### config.mk
export PLATFORM = sky130hd
export DESIGN_NAME = rf_remote_pulse_width_decoder
export DESIGN_NICKNAME = d
export VERILOG_FILES = /design/src/sv/rfpwd_pkg.sv /design/src/sv/rfpwd_front.sv /design/src/sv/rfpwd_queue.sv /design/src/sv/rfpwd_back.sv /design/src/sv/rf_remote_pulse_width_decoder.sv
export SDC_FILE = /design/constraint.sdc
export NUM_CORES = 1
export LEC_CHECK = 0
export ABC_AREA = 1
export BUFFER_PORTS_ARGS = -buffer_cell sky130_fd_sc_hd__buf_2
export CORE_MARGIN = 2
export CORE_UTILIZATION = 63
export CTS_BUF_LIST = sky130_fd_sc_hd__clkbuf_8
export DETAILED_ROUTE_END_ITERATION = 10
export PLACE_DENSITY = 0.8
export SKIP_LAST_GASP = 1
export SLEW_MARGIN = 0
export SYNTH_ARGS = -nofsm -noshare
export SYNTH_HDL_FRONTEND = slang
export SYNTH_SLANG_ARGS = --single-unit
export TNS_END_PERCENT = 20
### constraint.sdc
create_clock -name clk_i -period 3.05 [get_ports clk_i]
set_input_delay 0.1525 -clock clk_i [delete_from_list [all_inputs] [get_ports clk_i]]
set_output_delay 0.1525 -clock clk_i [all_outputs]
set_load 0.02 [all_outputs]
### src/sv/rfpwd_pkg.sv
// Shared types and constants for the pulse-width remote decoder.
// No dependencies; imported by every module of the block.
package rfpwd_pkg;

  localparam int FRAME_BITS  = 24;
  localparam int CODE_W      = 24;
  localparam int WIDTH_W     = 16;
  localparam int CFG_IDX_W   = 3;
  localparam int CNT_W       = $clog2(FRAME_BITS + 1);
  localparam int QUEUE_DEPTH = 2;
  localparam int QPTR_W      = $clog2(QUEUE_DEPTH);
  localparam int QCNT_W      = $clog2(QUEUE_DEPTH + 1);

  localparam logic [WIDTH_W-1:0] START_LO_RST = WIDTH_W'(1400);
  localparam logic [WIDTH_W-1:0] START_HI_RST = WIDTH_W'(1500);
  localparam logic [WIDTH_W-1:0] LONG_LO_RST  = WIDTH_W'(580);
  localparam logic [WIDTH_W-1:0] LONG_HI_RST  = WIDTH_W'(680);
  localparam logic [WIDTH_W-1:0] SHORT_LO_RST = WIDTH_W'(150);
  localparam logic [WIDTH_W-1:0] SHORT_HI_RST = WIDTH_W'(250);

  typedef enum logic [CFG_IDX_W-1:0] {
    CFG_START_LO = 3'd0,
    CFG_START_HI = 3'd1,
    CFG_LONG_LO  = 3'd2,
    CFG_LONG_HI  = 3'd3,
    CFG_SHORT_LO = 3'd4,
    CFG_SHORT_HI = 3'd5
  } cfg_idx_e;

  typedef enum logic [1:0] {
    PH_IDLE = 2'd0,
    PH_RECV = 2'd1,
    PH_CHK0 = 2'd2,
    PH_CHK1 = 2'd3
  } phase_e;

  // One classified edge or timeout, as queued between front and back.
  typedef struct packed {
    logic timeout;
    logic level;
    logic in_start;
    logic in_long;
    logic in_short;
  } item_t;

  typedef struct packed {
    logic full;
    logic empty;
  } qstat_t;

endpackage

### src/sv/rfpwd_front.sv
// Front end: window registers and the strict window compares.
// Depends on rfpwd_pkg.
module rfpwd_front (
  input  logic                            clk_i,
  input  logic                            rst_ni,
  input  logic                            cfg_we_i,
  input  logic [rfpwd_pkg::CFG_IDX_W-1:0] cfg_index_i,
  input  logic [rfpwd_pkg::WIDTH_W-1:0]   cfg_wdata_i,
  input  logic                            op_i,
  input  logic                            line_level_i,
  input  logic [rfpwd_pkg::WIDTH_W-1:0]   pulse_width_i,
  output rfpwd_pkg::item_t                item_o
);
  import rfpwd_pkg::*;

  logic [WIDTH_W-1:0] start_lo_q, start_hi_q, long_lo_q, long_hi_q;
  logic [WIDTH_W-1:0] short_lo_q, short_hi_q;

  always_ff @(posedge clk_i or negedge rst_ni) begin
    if (!rst_ni) begin
      start_lo_q <= START_LO_RST;
      start_hi_q <= START_HI_RST;
      long_lo_q  <= LONG_LO_RST;
      long_hi_q  <= LONG_HI_RST;
      short_lo_q <= SHORT_LO_RST;
      short_hi_q <= SHORT_HI_RST;
    end else if (cfg_we_i) begin
      unique case (cfg_idx_e'(cfg_index_i))
        CFG_START_LO: start_lo_q <= cfg_wdata_i;
        CFG_START_HI: start_hi_q <= cfg_wdata_i;
        CFG_LONG_LO:  long_lo_q  <= cfg_wdata_i;
        CFG_LONG_HI:  long_hi_q  <= cfg_wdata_i;
        CFG_SHORT_LO: short_lo_q <= cfg_wdata_i;
        CFG_SHORT_HI: short_hi_q <= cfg_wdata_i;
        default: ;
      endcase
    end
  end

  // Both bounds exclusive.
  always_comb begin
    item_o.timeout  = op_i;
    item_o.level    = line_level_i;
    item_o.in_start = (pulse_width_i > start_lo_q) && (pulse_width_i < start_hi_q);
    item_o.in_long  = (pulse_width_i > long_lo_q)  && (pulse_width_i < long_hi_q);
    item_o.in_short = (pulse_width_i > short_lo_q) && (pulse_width_i < short_hi_q);
  end

endmodule

### src/sv/rfpwd_queue.sv
// Two-entry queue of classified items between front and back.
// Depends on rfpwd_pkg.
module rfpwd_queue (
  input  logic             clk_i,
  input  logic             rst_ni,
  input  logic             push_i,
  input  rfpwd_pkg::item_t item_i,
  input  logic             pop_i,
  output rfpwd_pkg::item_t item_o,
  output rfpwd_pkg::qstat_t stat_o
);
  import rfpwd_pkg::*;

  item_t             mem_q [QUEUE_DEPTH];
  logic [QPTR_W-1:0] wr_ptr_q, wr_ptr_d, rd_ptr_q, rd_ptr_d;
  logic [QCNT_W-1:0] cnt_q, cnt_d;
  logic              do_push, do_pop;

  always_comb begin
    stat_o.full  = (cnt_q == QCNT_W'(QUEUE_DEPTH));
    stat_o.empty = (cnt_q == '0);
    do_push      = push_i && !stat_o.full;
    do_pop       = pop_i && !stat_o.empty;
    wr_ptr_d     = wr_ptr_q;
    rd_ptr_d     = rd_ptr_q;
    cnt_d        = cnt_q;
    if (do_push) begin
      wr_ptr_d = (wr_ptr_q == QPTR_W'(QUEUE_DEPTH - 1)) ? '0 : wr_ptr_q + 1'b1;
    end
    if (do_pop) begin
      rd_ptr_d = (rd_ptr_q == QPTR_W'(QUEUE_DEPTH - 1)) ? '0 : rd_ptr_q + 1'b1;
    end
    if (do_push && !do_pop) begin
      cnt_d = cnt_q + 1'b1;
    end else if (do_pop && !do_push) begin
      cnt_d = cnt_q - 1'b1;
    end
    item_o = mem_q[rd_ptr_q];
  end

  always_ff @(posedge clk_i or negedge rst_ni) begin
    if (!rst_ni) begin
      wr_ptr_q <= '0;
      rd_ptr_q <= '0;
      cnt_q    <= '0;
    end else begin
      wr_ptr_q <= wr_ptr_d;
      rd_ptr_q <= rd_ptr_d;
      cnt_q    <= cnt_d;
    end
  end

  always_ff @(posedge clk_i) begin
    if (do_push) begin
      mem_q[wr_ptr_q] <= item_i;
    end
  end

endmodule

### src/sv/rfpwd_back.sv
// Back end: frame state machine, shift register, bit counter and result register.
// Depends on rfpwd_pkg.
module rfpwd_back (
  input  logic                         clk_i,
  input  logic                         rst_ni,
  input  rfpwd_pkg::qstat_t            stat_i,
  input  rfpwd_pkg::item_t             item_i,
  output logic                         pop_o,
  output logic                         emit_o,
  output logic                         out_valid_o,
  input  logic                         out_ready_i,
  output logic [rfpwd_pkg::CODE_W-1:0] code_o
);
  import rfpwd_pkg::*;

  phase_e            phase_q, phase_d;
  logic [CODE_W-1:0] shift_q, shift_d;
  logic [CNT_W-1:0]  cnt_q, cnt_d;
  logic [CODE_W-1:0] code_q, code_d;
  logic              out_valid_q, out_valid_d;

  assign out_valid_o = out_valid_q;
  assign code_o      = code_q;

  always_comb begin
    // Take an item only while the result register is free or draining.
    pop_o       = !stat_i.empty && (!out_valid_q || out_ready_i);
    phase_d     = phase_q;
    shift_d     = shift_q;
    cnt_d       = cnt_q;
    emit_o      = 1'b0;
    code_d      = code_q;
    out_valid_d = out_valid_q && !out_ready_i;

    if (pop_o) begin
      if (item_i.timeout) begin
        phase_d = PH_IDLE;
      end else begin
        unique case (phase_q)
          PH_IDLE: begin
            if (item_i.level && item_i.in_start) begin
              shift_d = '0;
              cnt_d   = '0;
              phase_d = PH_RECV;
            end
          end
          PH_RECV: begin
            if (!item_i.level) begin
              priority if (item_i.in_short) begin
                shift_d = {shift_q[CODE_W-2:0], 1'b0};
                cnt_d   = cnt_q + 1'b1;
                phase_d = PH_CHK0;
              end else if (item_i.in_long) begin
                shift_d = {shift_q[CODE_W-2:0], 1'b1};
                cnt_d   = cnt_q + 1'b1;
                phase_d = PH_CHK1;
              end else begin
                phase_d = PH_IDLE;
              end
            end
          end
          PH_CHK0: begin
            if (item_i.level) begin
              phase_d = item_i.in_long ? PH_RECV : PH_IDLE;
            end
          end
          PH_CHK1: begin
            if (item_i.level) begin
              phase_d = item_i.in_short ? PH_RECV : PH_IDLE;
            end
          end
          default: phase_d = PH_IDLE;
        endcase

        // Frame complete: hand the code over and drop back to idle.
        if (cnt_d == CNT_W'(FRAME_BITS)) begin
          emit_o      = 1'b1;
          code_d      = shift_d;
          cnt_d       = '0;
          phase_d     = PH_IDLE;
          out_valid_d = 1'b1;
        end
      end
    end
  end

  always_ff @(posedge clk_i or negedge rst_ni) begin
    if (!rst_ni) begin
      phase_q     <= PH_IDLE;
      shift_q     <= '0;
      cnt_q       <= '0;
      out_valid_q <= 1'b0;
    end else begin
      phase_q     <= phase_d;
      shift_q     <= shift_d;
      cnt_q       <= cnt_d;
      out_valid_q <= out_valid_d;
    end
  end

  always_ff @(posedge clk_i) begin
    code_q <= code_d;
  end

endmodule

### src/sv/rf_remote_pulse_width_decoder.sv
// Top level of the pulse-width remote frame decoder.
// Depends on rfpwd_pkg, rfpwd_front, rfpwd_queue and rfpwd_back.
//
// Decoder for pulse-width-coded remote frames. Each input beat is either an
// edge capture (op_i low: width of the pulse just ended, line level after the
// edge) or a timer timeout (op_i high), which forces the decoder idle. A low
// pulse inside the start window opens a frame; short high then long low gives
// a 0, long high then short low gives a 1, and any width outside its window
// aborts the frame. After 24 bits the code leaves on the output channel, the
// first received bit in the most significant place. Window bounds are
// exclusive and live in six 16-bit registers (index 0..5: start low/high,
// long low/high, short low/high); writes to other indices are dropped. Write
// them only while no beat is in flight. The block takes one beat per clock
// cycle while codes are taken: the front classifies a width in the accepting
// cycle, pushes it into a two-entry queue, and the back state machine
// retires one queued beat per cycle unless a result waits untaken. The beat
// that completes a frame is queued, then retired by the back, which registers
// its code for output; while it waits, input flows until the queue fills.
module rf_remote_pulse_width_decoder (
  input  logic                            clk_i,
  input  logic                            rst_ni,
  // configuration write port
  input  logic                            cfg_we_i,
  input  logic [rfpwd_pkg::CFG_IDX_W-1:0] cfg_index_i,
  input  logic [rfpwd_pkg::WIDTH_W-1:0]   cfg_wdata_i,
  // input channel
  input  logic                            in_valid_i,
  output logic                            in_ready_o,
  input  logic                            op_i,
  input  logic                            line_level_i,
  input  logic [rfpwd_pkg::WIDTH_W-1:0]   pulse_width_i,
  // output channel
  output logic                            out_valid_o,
  input  logic                            out_ready_i,
  output logic [rfpwd_pkg::CODE_W-1:0]    code_o
);
  import rfpwd_pkg::*;

  item_t  front_item, queue_item;
  qstat_t qstat;
  logic   push, pop, emit;

  // Accept whenever the queue has room.
  assign in_ready_o = !qstat.full;
  assign push       = in_valid_i && in_ready_o;

  rfpwd_front u_front (
    .clk_i         (clk_i),
    .rst_ni        (rst_ni),
    .cfg_we_i      (cfg_we_i),
    .cfg_index_i   (cfg_index_i),
    .cfg_wdata_i   (cfg_wdata_i),
    .op_i          (op_i),
    .line_level_i  (line_level_i),
    .pulse_width_i (pulse_width_i),
    .item_o        (front_item)
  );

  rfpwd_queue u_queue (
    .clk_i  (clk_i),
    .rst_ni (rst_ni),
    .push_i (push),
    .item_i (front_item),
    .pop_i  (pop),
    .item_o (queue_item),
    .stat_o (qstat)
  );

  rfpwd_back u_back (
    .clk_i       (clk_i),
    .rst_ni      (rst_ni),
    .stat_i      (qstat),
    .item_i      (queue_item),
    .pop_o       (pop),
    .emit_o      (emit),
    .out_valid_o (out_valid_o),
    .out_ready_i (out_ready_i),
    .code_o      (code_o)
  );

  // A timeout never produces a code.
  a_no_emit_on_timeout: assert property (@(posedge clk_i) disable iff (!rst_ni)
    emit |-> !queue_item.timeout)
    else $error("code emitted on a timeout beat");

  // The back only retires a beat while the result register can take a code.
  a_pop_needs_room: assert property (@(posedge clk_i) disable iff (!rst_ni)
    pop |-> (!out_valid_o || out_ready_i) && !qstat.empty)
    else $error("queue popped with no room or no entry");

  // An emitted code shows up as a valid result on the next edge.
  a_emit_shows: assert property (@(posedge clk_i) disable iff (!rst_ni)
    emit |=> out_valid_o)
    else $error("emitted code not presented");

  // A full queue with a stalled output cannot drain, so input stays blocked.
  a_full_holds: assert property (@(posedge clk_i) disable iff (!rst_ni)
    qstat.full && out_valid_o && !out_ready_i |=> !in_ready_o)
    else $error("queue lost an entry while stalled");

endmodule
=== Word-level counts from Yosys, hierarchy flattened ===
Memories as Yosys holds them, arrays and structs flattened.
Cells that the tools add are included.

* Flip-flop bits (word level): 156
* Latch bits: 0
* RAM bits: 10
* Memory bits (read-only): 0
* Input port bits: 42
* Output and inout bits: 26
* Memories: 1

* Add/subtract/negate cells: 5
* Multiply operators: 0
* Divide/modulo/power cells: 0
* Magnitude comparators: 6
* Equality and inequality tests: 14
* Shifts and indexed selects: 0
* Mux-type cells: 33
* Bitwise gates (word level): 1
* Reduce and logical (&&, ||, !) cells: 31

{| class="wikitable"
|+ Memories
! name !! words !! bits a word !! rd ports !! clocked after memory_dff !! wr ports !! line !! source
|-
| u_queue.mem_q || 2 || 5 || 1 || 0 || 1 || rfpwd_queue.sv:14 || <nowiki>item_t mem_q [QUEUE_DEPTH];</nowiki>
|}

{| class="wikitable"
|+ Operators with widths
! cell !! number
|-
| $mux 24 || 4
|-
| $gt 16x16->1 || 3
|-
| $lt 16x16->1 || 3
|-
| $pmux 24 s2 || 1
|-
| $mux 5 || 7
|-
| $mux 2 || 10
|-
| $reduce_and 2->1 || 7
|-
| $ne 4x2->1 const B || 3
|-
| $logic_and 1x1->1 || 11
|-
| $pmux 5 s2 || 1
|-
| $mux 1 || 9
|-
| $pmux 2 s4 || 1
|-
| $eq 2x2->1 const B || 3
|-
| $eq 3x2->1 const B || 2
|-
| $eq 3x3->1 const B || 2
|-
| $logic_not 1->1 || 6
|-
| $add 5x1->5 const B || 1
|-
| $eq 5x5->1 const B || 1
|-
| $reduce_and 5->1 || 1
|-
| $logic_not 2->1 || 2
|-
| $ne 4x4->1 const B || 1
|-
| $eq 3x1->1 const B || 1
|-
| $logic_not 3->1 || 1
|-
| $reduce_and 3->1 || 1
|-
| 7 further kinds || 8
|}

=== Longest topological paths before layout ===
* Word-level depth: 11
* Mapped depth: 17
* Depth with buffers taken out: 16

=== Cells and area by module ===
Synthesis repeated with hierarchy kept, for this count alone.

* Cell total of the unflattened synthesis: 1057
* Area total of the unflattened synthesis: 9401.5 µm²

{| class="wikitable"
|+ Modules (own cells, without submodules)
! module !! instances !! cells an instance !! area each (µm²) !! seq. area each (µm²)
|-
| rfpwd_front || 1 || 740 || 6327.3 || 2439.8
|-
| rfpwd_back || 1 || 257 || 2469.9 || 1521.5
|-
| rfpwd_queue || 1 || 57 || 590.6 || 400.4
|-
| rf_remote_pulse_width_decoder || 1 || 3 || 13.8 || 0.0
|}

=== Worst setup path before layout ===
Ideal clock, no wire load.

* Kind: register -> register
* Start: register u_queue.rd_ptr_q
* End: register u_back.code_q[0] (netlist: u_back.code_o[0]) (enable)
* Library setup time: 0.402 ns
* Data arrival time: 2.236 ns
* Path slack: 0.411 ns
* Stages on the path, launching flop included: 10
* Path buffers: 1
* Clock period less this slack: 2.639 ns
* Path through: dfrtp_1 > buf_6 > nand2_1 > nand2_4 > inv_4 > nand4_2 > o21a_1 > nor2_2 > nand2_1 > nor3_2

* Cells in the longest elaborated chain, start to end: 9
* Elaborated cells on any way between the ends: 12

{| class="wikitable"
|+ RTL lines
! item !! line !! source
|-
| from (decl) || rfpwd_queue.sv:15 || <nowiki>logic [QPTR_W-1:0] wr_ptr_q, wr_ptr_d, rd_ptr_q, rd_ptr_d;</nowiki>
|-
| from (signal assigned) || rfpwd_queue.sv:48 || <nowiki>rd_ptr_q <= rd_ptr_d;</nowiki>
|-
| $mem_v2 2x5 * || n/a ||
|-
| $mux 5 || rfpwd_back.sv:53 || <nowiki>end else if (item_i.in_long) begin</nowiki>
|-
| $mux 5 || rfpwd_back.sv:49 || <nowiki>priority if (item_i.in_short) begin</nowiki>
|-
| $mux 5 || rfpwd_back.sv:48 || <nowiki>if (!item_i.level) begin</nowiki>
|-
| $pmux 5 s2 || rfpwd_back.sv:39 || <nowiki>unique case (phase_q)</nowiki>
|-
| $mux 5 || rfpwd_back.sv:36 || <nowiki>if (item_i.timeout) begin</nowiki>
|-
| $mux 5 || rfpwd_back.sv:35 || <nowiki>if (pop_o) begin</nowiki>
|-
| $eq 5x5->1 || rfpwd_back.sv:76 || <nowiki>if (cnt_d == CNT_W'(FRAME_BITS)) begin</nowiki>
|-
| $reduce_and 3->1 (no source line) * || n/a ||
|-
| to (signal assigned) || rfpwd_back.sv:102 || <nowiki>code_q <= code_d;</nowiki>
|-
| to (decl) || rfpwd_back.sv:19 || <nowiki>logic [CODE_W-1:0] code_q, code_d;</nowiki>
|}

Mark *: on every way between the ends. The rest lies on a longest branch, timed or not. The select of a mux whose other input is x is not followed.
A chain may end at the register's enable or synchronous reset.

=== Final worst setup path ===
Same ends and word-level chain as after synthesis.

==> results.md <==
* Area of the mapped netlist at about 8900 µm²
* Insertion delay to the later sink of the worst-skew pair at 470 ps
* Share of the clock period used by the worst path after layout at 0.7273
* Outcome: finished, final reports clean
* Power per cell area at 723.4 nW/µm²
* # port buffers at 67
* Synthesis-to-finish area growth at 11.38%
* Worst slew pin tran at 1114 ps
* Setup Total Neg Slack at 0 ps
* Post-synth cell types at 39
* Worst-path maximum fanout at 25
* Gp weighted congestion at between 0.8 and 0.9
* Worst IR Drop VDD at between 0.3 and 0.4 mV
* Total via count after detailed routing at 6902
* Worst path required time at 3210 ps
* Ys async rst share at 0.7952
* Pin count of the biggest net entering global routing at 75
* Initial antenna violation count at 0
* H-Tree Depth at 4
* Final Hold Fails at 0
* Worst-case setup margin in the final layout at 831.8 ps
* Count of flip-flops with a built-in enable after synthesis at 34
* Die extent in y at 122.7 µm
* Initial DRT Pass Iterations at 5
* Leading cell types by total area after synthesis: sky130_fd_sc_hd__dfrtp_1 (29%), sky130_fd_sc_hd__ha_1 (13%), sky130_fd_sc_hd__edfxtp_1 (12%), sky130_fd_sc_hd__nand2_1 (9.0%), sky130_fd_sc_hd__dfstp_2 (8.9%)
* Total routing resource utilization after global routing at 0.2723
* Minimum setup slack among reg-to-reg paths at 830 ps
* Finish-stage setup viols at 0
* Worst hold slack at 17.93 ps
* Post-route ant nets at 0
* Kind of critical path: flop to flop
* Num Clock Sinks at 166
* Crit. End Element: flop
* Shortest clock period the worst path allows after layout at 2218 ps
* Clock Tree Root: sky130_fd_sc_hd__clkbuf_8
* Core outline area at 13830 µm²
* Cell taking the most area after synthesis: sky130_fd_sc_hd__dfrtp_1
* Worst reg2reg startpoint: u_queue.rd_ptr_q
* Per-cell routed wire length at 14.94 µm
* Worst slack, placed at 808.2 ps
* Ratio of routed vias to standard cells at ~5.5
* Post-CTS setup buffers at 0
* Number of nets at the end of the flow at approximately 1200
* Clock buffers created by TritonCTS at 17
* Post-detailed-route DRC marker count at 0
* Overflow left after global routing at 0
* Estimated wirelength of the detail-placed design at 13.78 mm
* Horiz. Die Dim at between 100 and 150 µm
* Fraction of the yosys area taken by sequential cells at 0.4914
* Maximum clock skew at final layout at between 10 and 15 ps
* Unrepaired setup endpoints after global routing: false
* Number of pins exceeding their max-slew limit in the final report at 0
* Leakage Power at between 0.004 and 0.005 µW
* Routed wire length at roughly 19 mm
* Clock-pin slew reported for the worst setup and hold paths after clock tree synthesis at about 90 ps
* First-pass GRT wire length at 31.73 mm
* Detailed router's first-iteration violation count at about 550
* Syn Area/Cell at 8.912 µm²
* Highest clock frequency the design can meet at 0.4508 GHz
* Critical path startpoint category: flop
* Endpoint of the worst register-to-register path: u_back.code_o[0]
* Path depth of the worst reg2reg path at 9
* End point of the critical path: u_back.code_o[0]
* Synthesized Nets at approximately 1100
* Number of maximum-capacitance violations at 0
* Boundary Pins at 68
* Class of the worst hold path: input port to flop
* Std cell rows at 43
* Area of the die at 15050 µm²
* Fraction of final layout cells with drive strength greater than 1 at 0.1492
* Synthesized instance count at about 1000
* Data arrival time of the critical path at between 2000 and 2500 ps
* Total of flip-flops plus latches after synthesis at 166
* Top FF cell, synth: sky130_fd_sc_hd__dfrtp_1
* Longest Clk Path Bufs at 2
* Initial Util at 0.6419
* Fraction of post-synthesis cell area in the top cell type by area at 0.2876
* Vias in the first global route at about 6800
* CTS tree: yes
* CP startpoint: u_queue.rd_ptr_q
* Relative max-transition margin at 0.2553
* Number of synthesis warnings at 0
## logic make-up after synthesis
| family | Yosys count | synth area share |
|---|---|---|
| simple gates | 297 | 0.1412 |
| fa+ha+maj | 95 | 0.1339 |
| flops | 166 | 0.4914 |
| compound gates | 237 | 0.1446 |
| xor+xnor | 3 | 0.002961 |
| buf+inv | 198 | 0.08585 |
## where the power goes
| part | total (µW) | internal, µW | leakage, µW | switching, µW |
|---|---|---|---|---|
| Combinational | 2360 | 809 | 0.00262 | 1550 |
| Sequential | 3040 | 2800 | 0.00195 | 235 |
| Clock | 1760 | 850 | 0.000213 | 908 |
## layer usage
layer	up-vias	part of all wire	global-route usage	wire, µm
met5	-	0	0	0
met4	0	0.032	0.1106	594
met3	47	0.041	0.04740	775
met2	173	0.49	0.4499	9216
met1	3252	0.44	0.3573	8234
li1	3430	-	-	-
## flip-flops by register name (all words and copies together) (netlist names)
register,flops
u_back.code_o,24
u_back.shift_q,24
u_front.long_hi_q,16
u_front.long_lo_q,16
u_front.short_hi_q,16
u_front.short_lo_q,16
u_front.start_hi_q,16
u_front.start_lo_q,16
u_queue.mem_q,10
u_back.cnt_q,5
u_back.phase_q,2
u_queue.cnt_q,2
u_back.out_valid_o,1
u_queue.rd_ptr_q,1
u_queue.wr_ptr_q,1
## cells in the mapped netlist (17+ instances only)
cell                       instances
sky130_fd_sc_hd__nand2_1         213
sky130_fd_sc_hd__inv_1           166
sky130_fd_sc_hd__o21ai_0         131
sky130_fd_sc_hd__dfrtp_1         102
sky130_fd_sc_hd__ha_1             95
sky130_fd_sc_hd__a21oi_1          50
sky130_fd_sc_hd__edfxtp_1         34
sky130_fd_sc_hd__dfstp_2          30
sky130_fd_sc_hd__nor2_1           30
sky130_fd_sc_hd__o22ai_1          24
sky130_fd_sc_hd__clkbuf_1         22
sky130_fd_sc_hd__nand3_1          17
## cell type report
type	count	area, µm²
Clock inverter	15	212.7
Sequential cell	166	4362
Antenna cell	1	2.502
Tap cell	180	225.2
Clock buffer	17	234.0
Timing Repair Buffer	79	447.9
Fill cell	1096	3941
Inverter	170	643.1
Multi-Input combinational cell	632	3759
## how the worst min path moves through the flow
stage	end	cells past startpoint	slack, ps	startpoint
finish	u_front.start_hi_q[7]	3	20	cfg_wdata_i[7]
global route	u_front.long_lo_q[11]	3	30	cfg_wdata_i[11]
CTS	u_front.start_hi_q[7]	3	2	cfg_wdata_i[7]
detailed placement	u_queue.cnt_q[1]	1	110	rst_ni
global placement	u_queue.cnt_q[0]	1	110	rst_ni
floorplan	u_back.cnt_q[0]	0	-140	rst_ni
## worst max-delay path, stage by stage (launching register included)
cell and delay [ps]:
sky130_fd_sc_hd__dfrtp_1 510, sky130_fd_sc_hd__inv_4 70, sky130_fd_sc_hd__nand2_1 60, sky130_fd_sc_hd__nand2_1 90, sky130_fd_sc_hd__nand2_4 130, sky130_fd_sc_hd__nand3_4 250
sky130_fd_sc_hd__o21ai_2 240, sky130_fd_sc_hd__nand2_2 120, sky130_fd_sc_hd__nor3_4 190, sky130_fd_sc_hd__buf_4 250
## through the flow
step | instance area, µm² | cells | power, µW | util
floorplan | 8876 | 996 | 4794 | -
global placement | 9407 | 1224 | 5291 | 0.6803
detailed placement | 9407 | 1224 | 5405 | 0.6803
CTS | 9883 | 1259 | 7159 | 0.7148
global route | 9883 | 1259 | 7678 | 0.7148
finish | 9886 | 1260 | 7152 | 0.7150
## placed cells by master (no fill, tap or decap), drive strengths merged
cell type	count
nor3	13
a21boi	3
o31ai	3
o211ai	7
nor2	33
bufinv	3
buf	76
inv	177
a21oi	52
diode	1
nand4	8
or2	2
o21ai	140
edfxtp	34
xor2	2
nand2	222
dlygate4sd3	3
ha	95
clkinvlp	4
clkinv	1
a211oi	2
o22ai	24
o2111ai	1
o21a	3
nand3	19
o221ai	2
dfrtp	102
clkbuf	17
xnor2	1
dfstp	30
## repair_timing
item / CTS / global route
resized for setup: 0 / 0
hold buffers: 3 / 0
hold endpoints to repair: 31 / 0
Note: power is estimated with default switching activity, not from simulation.
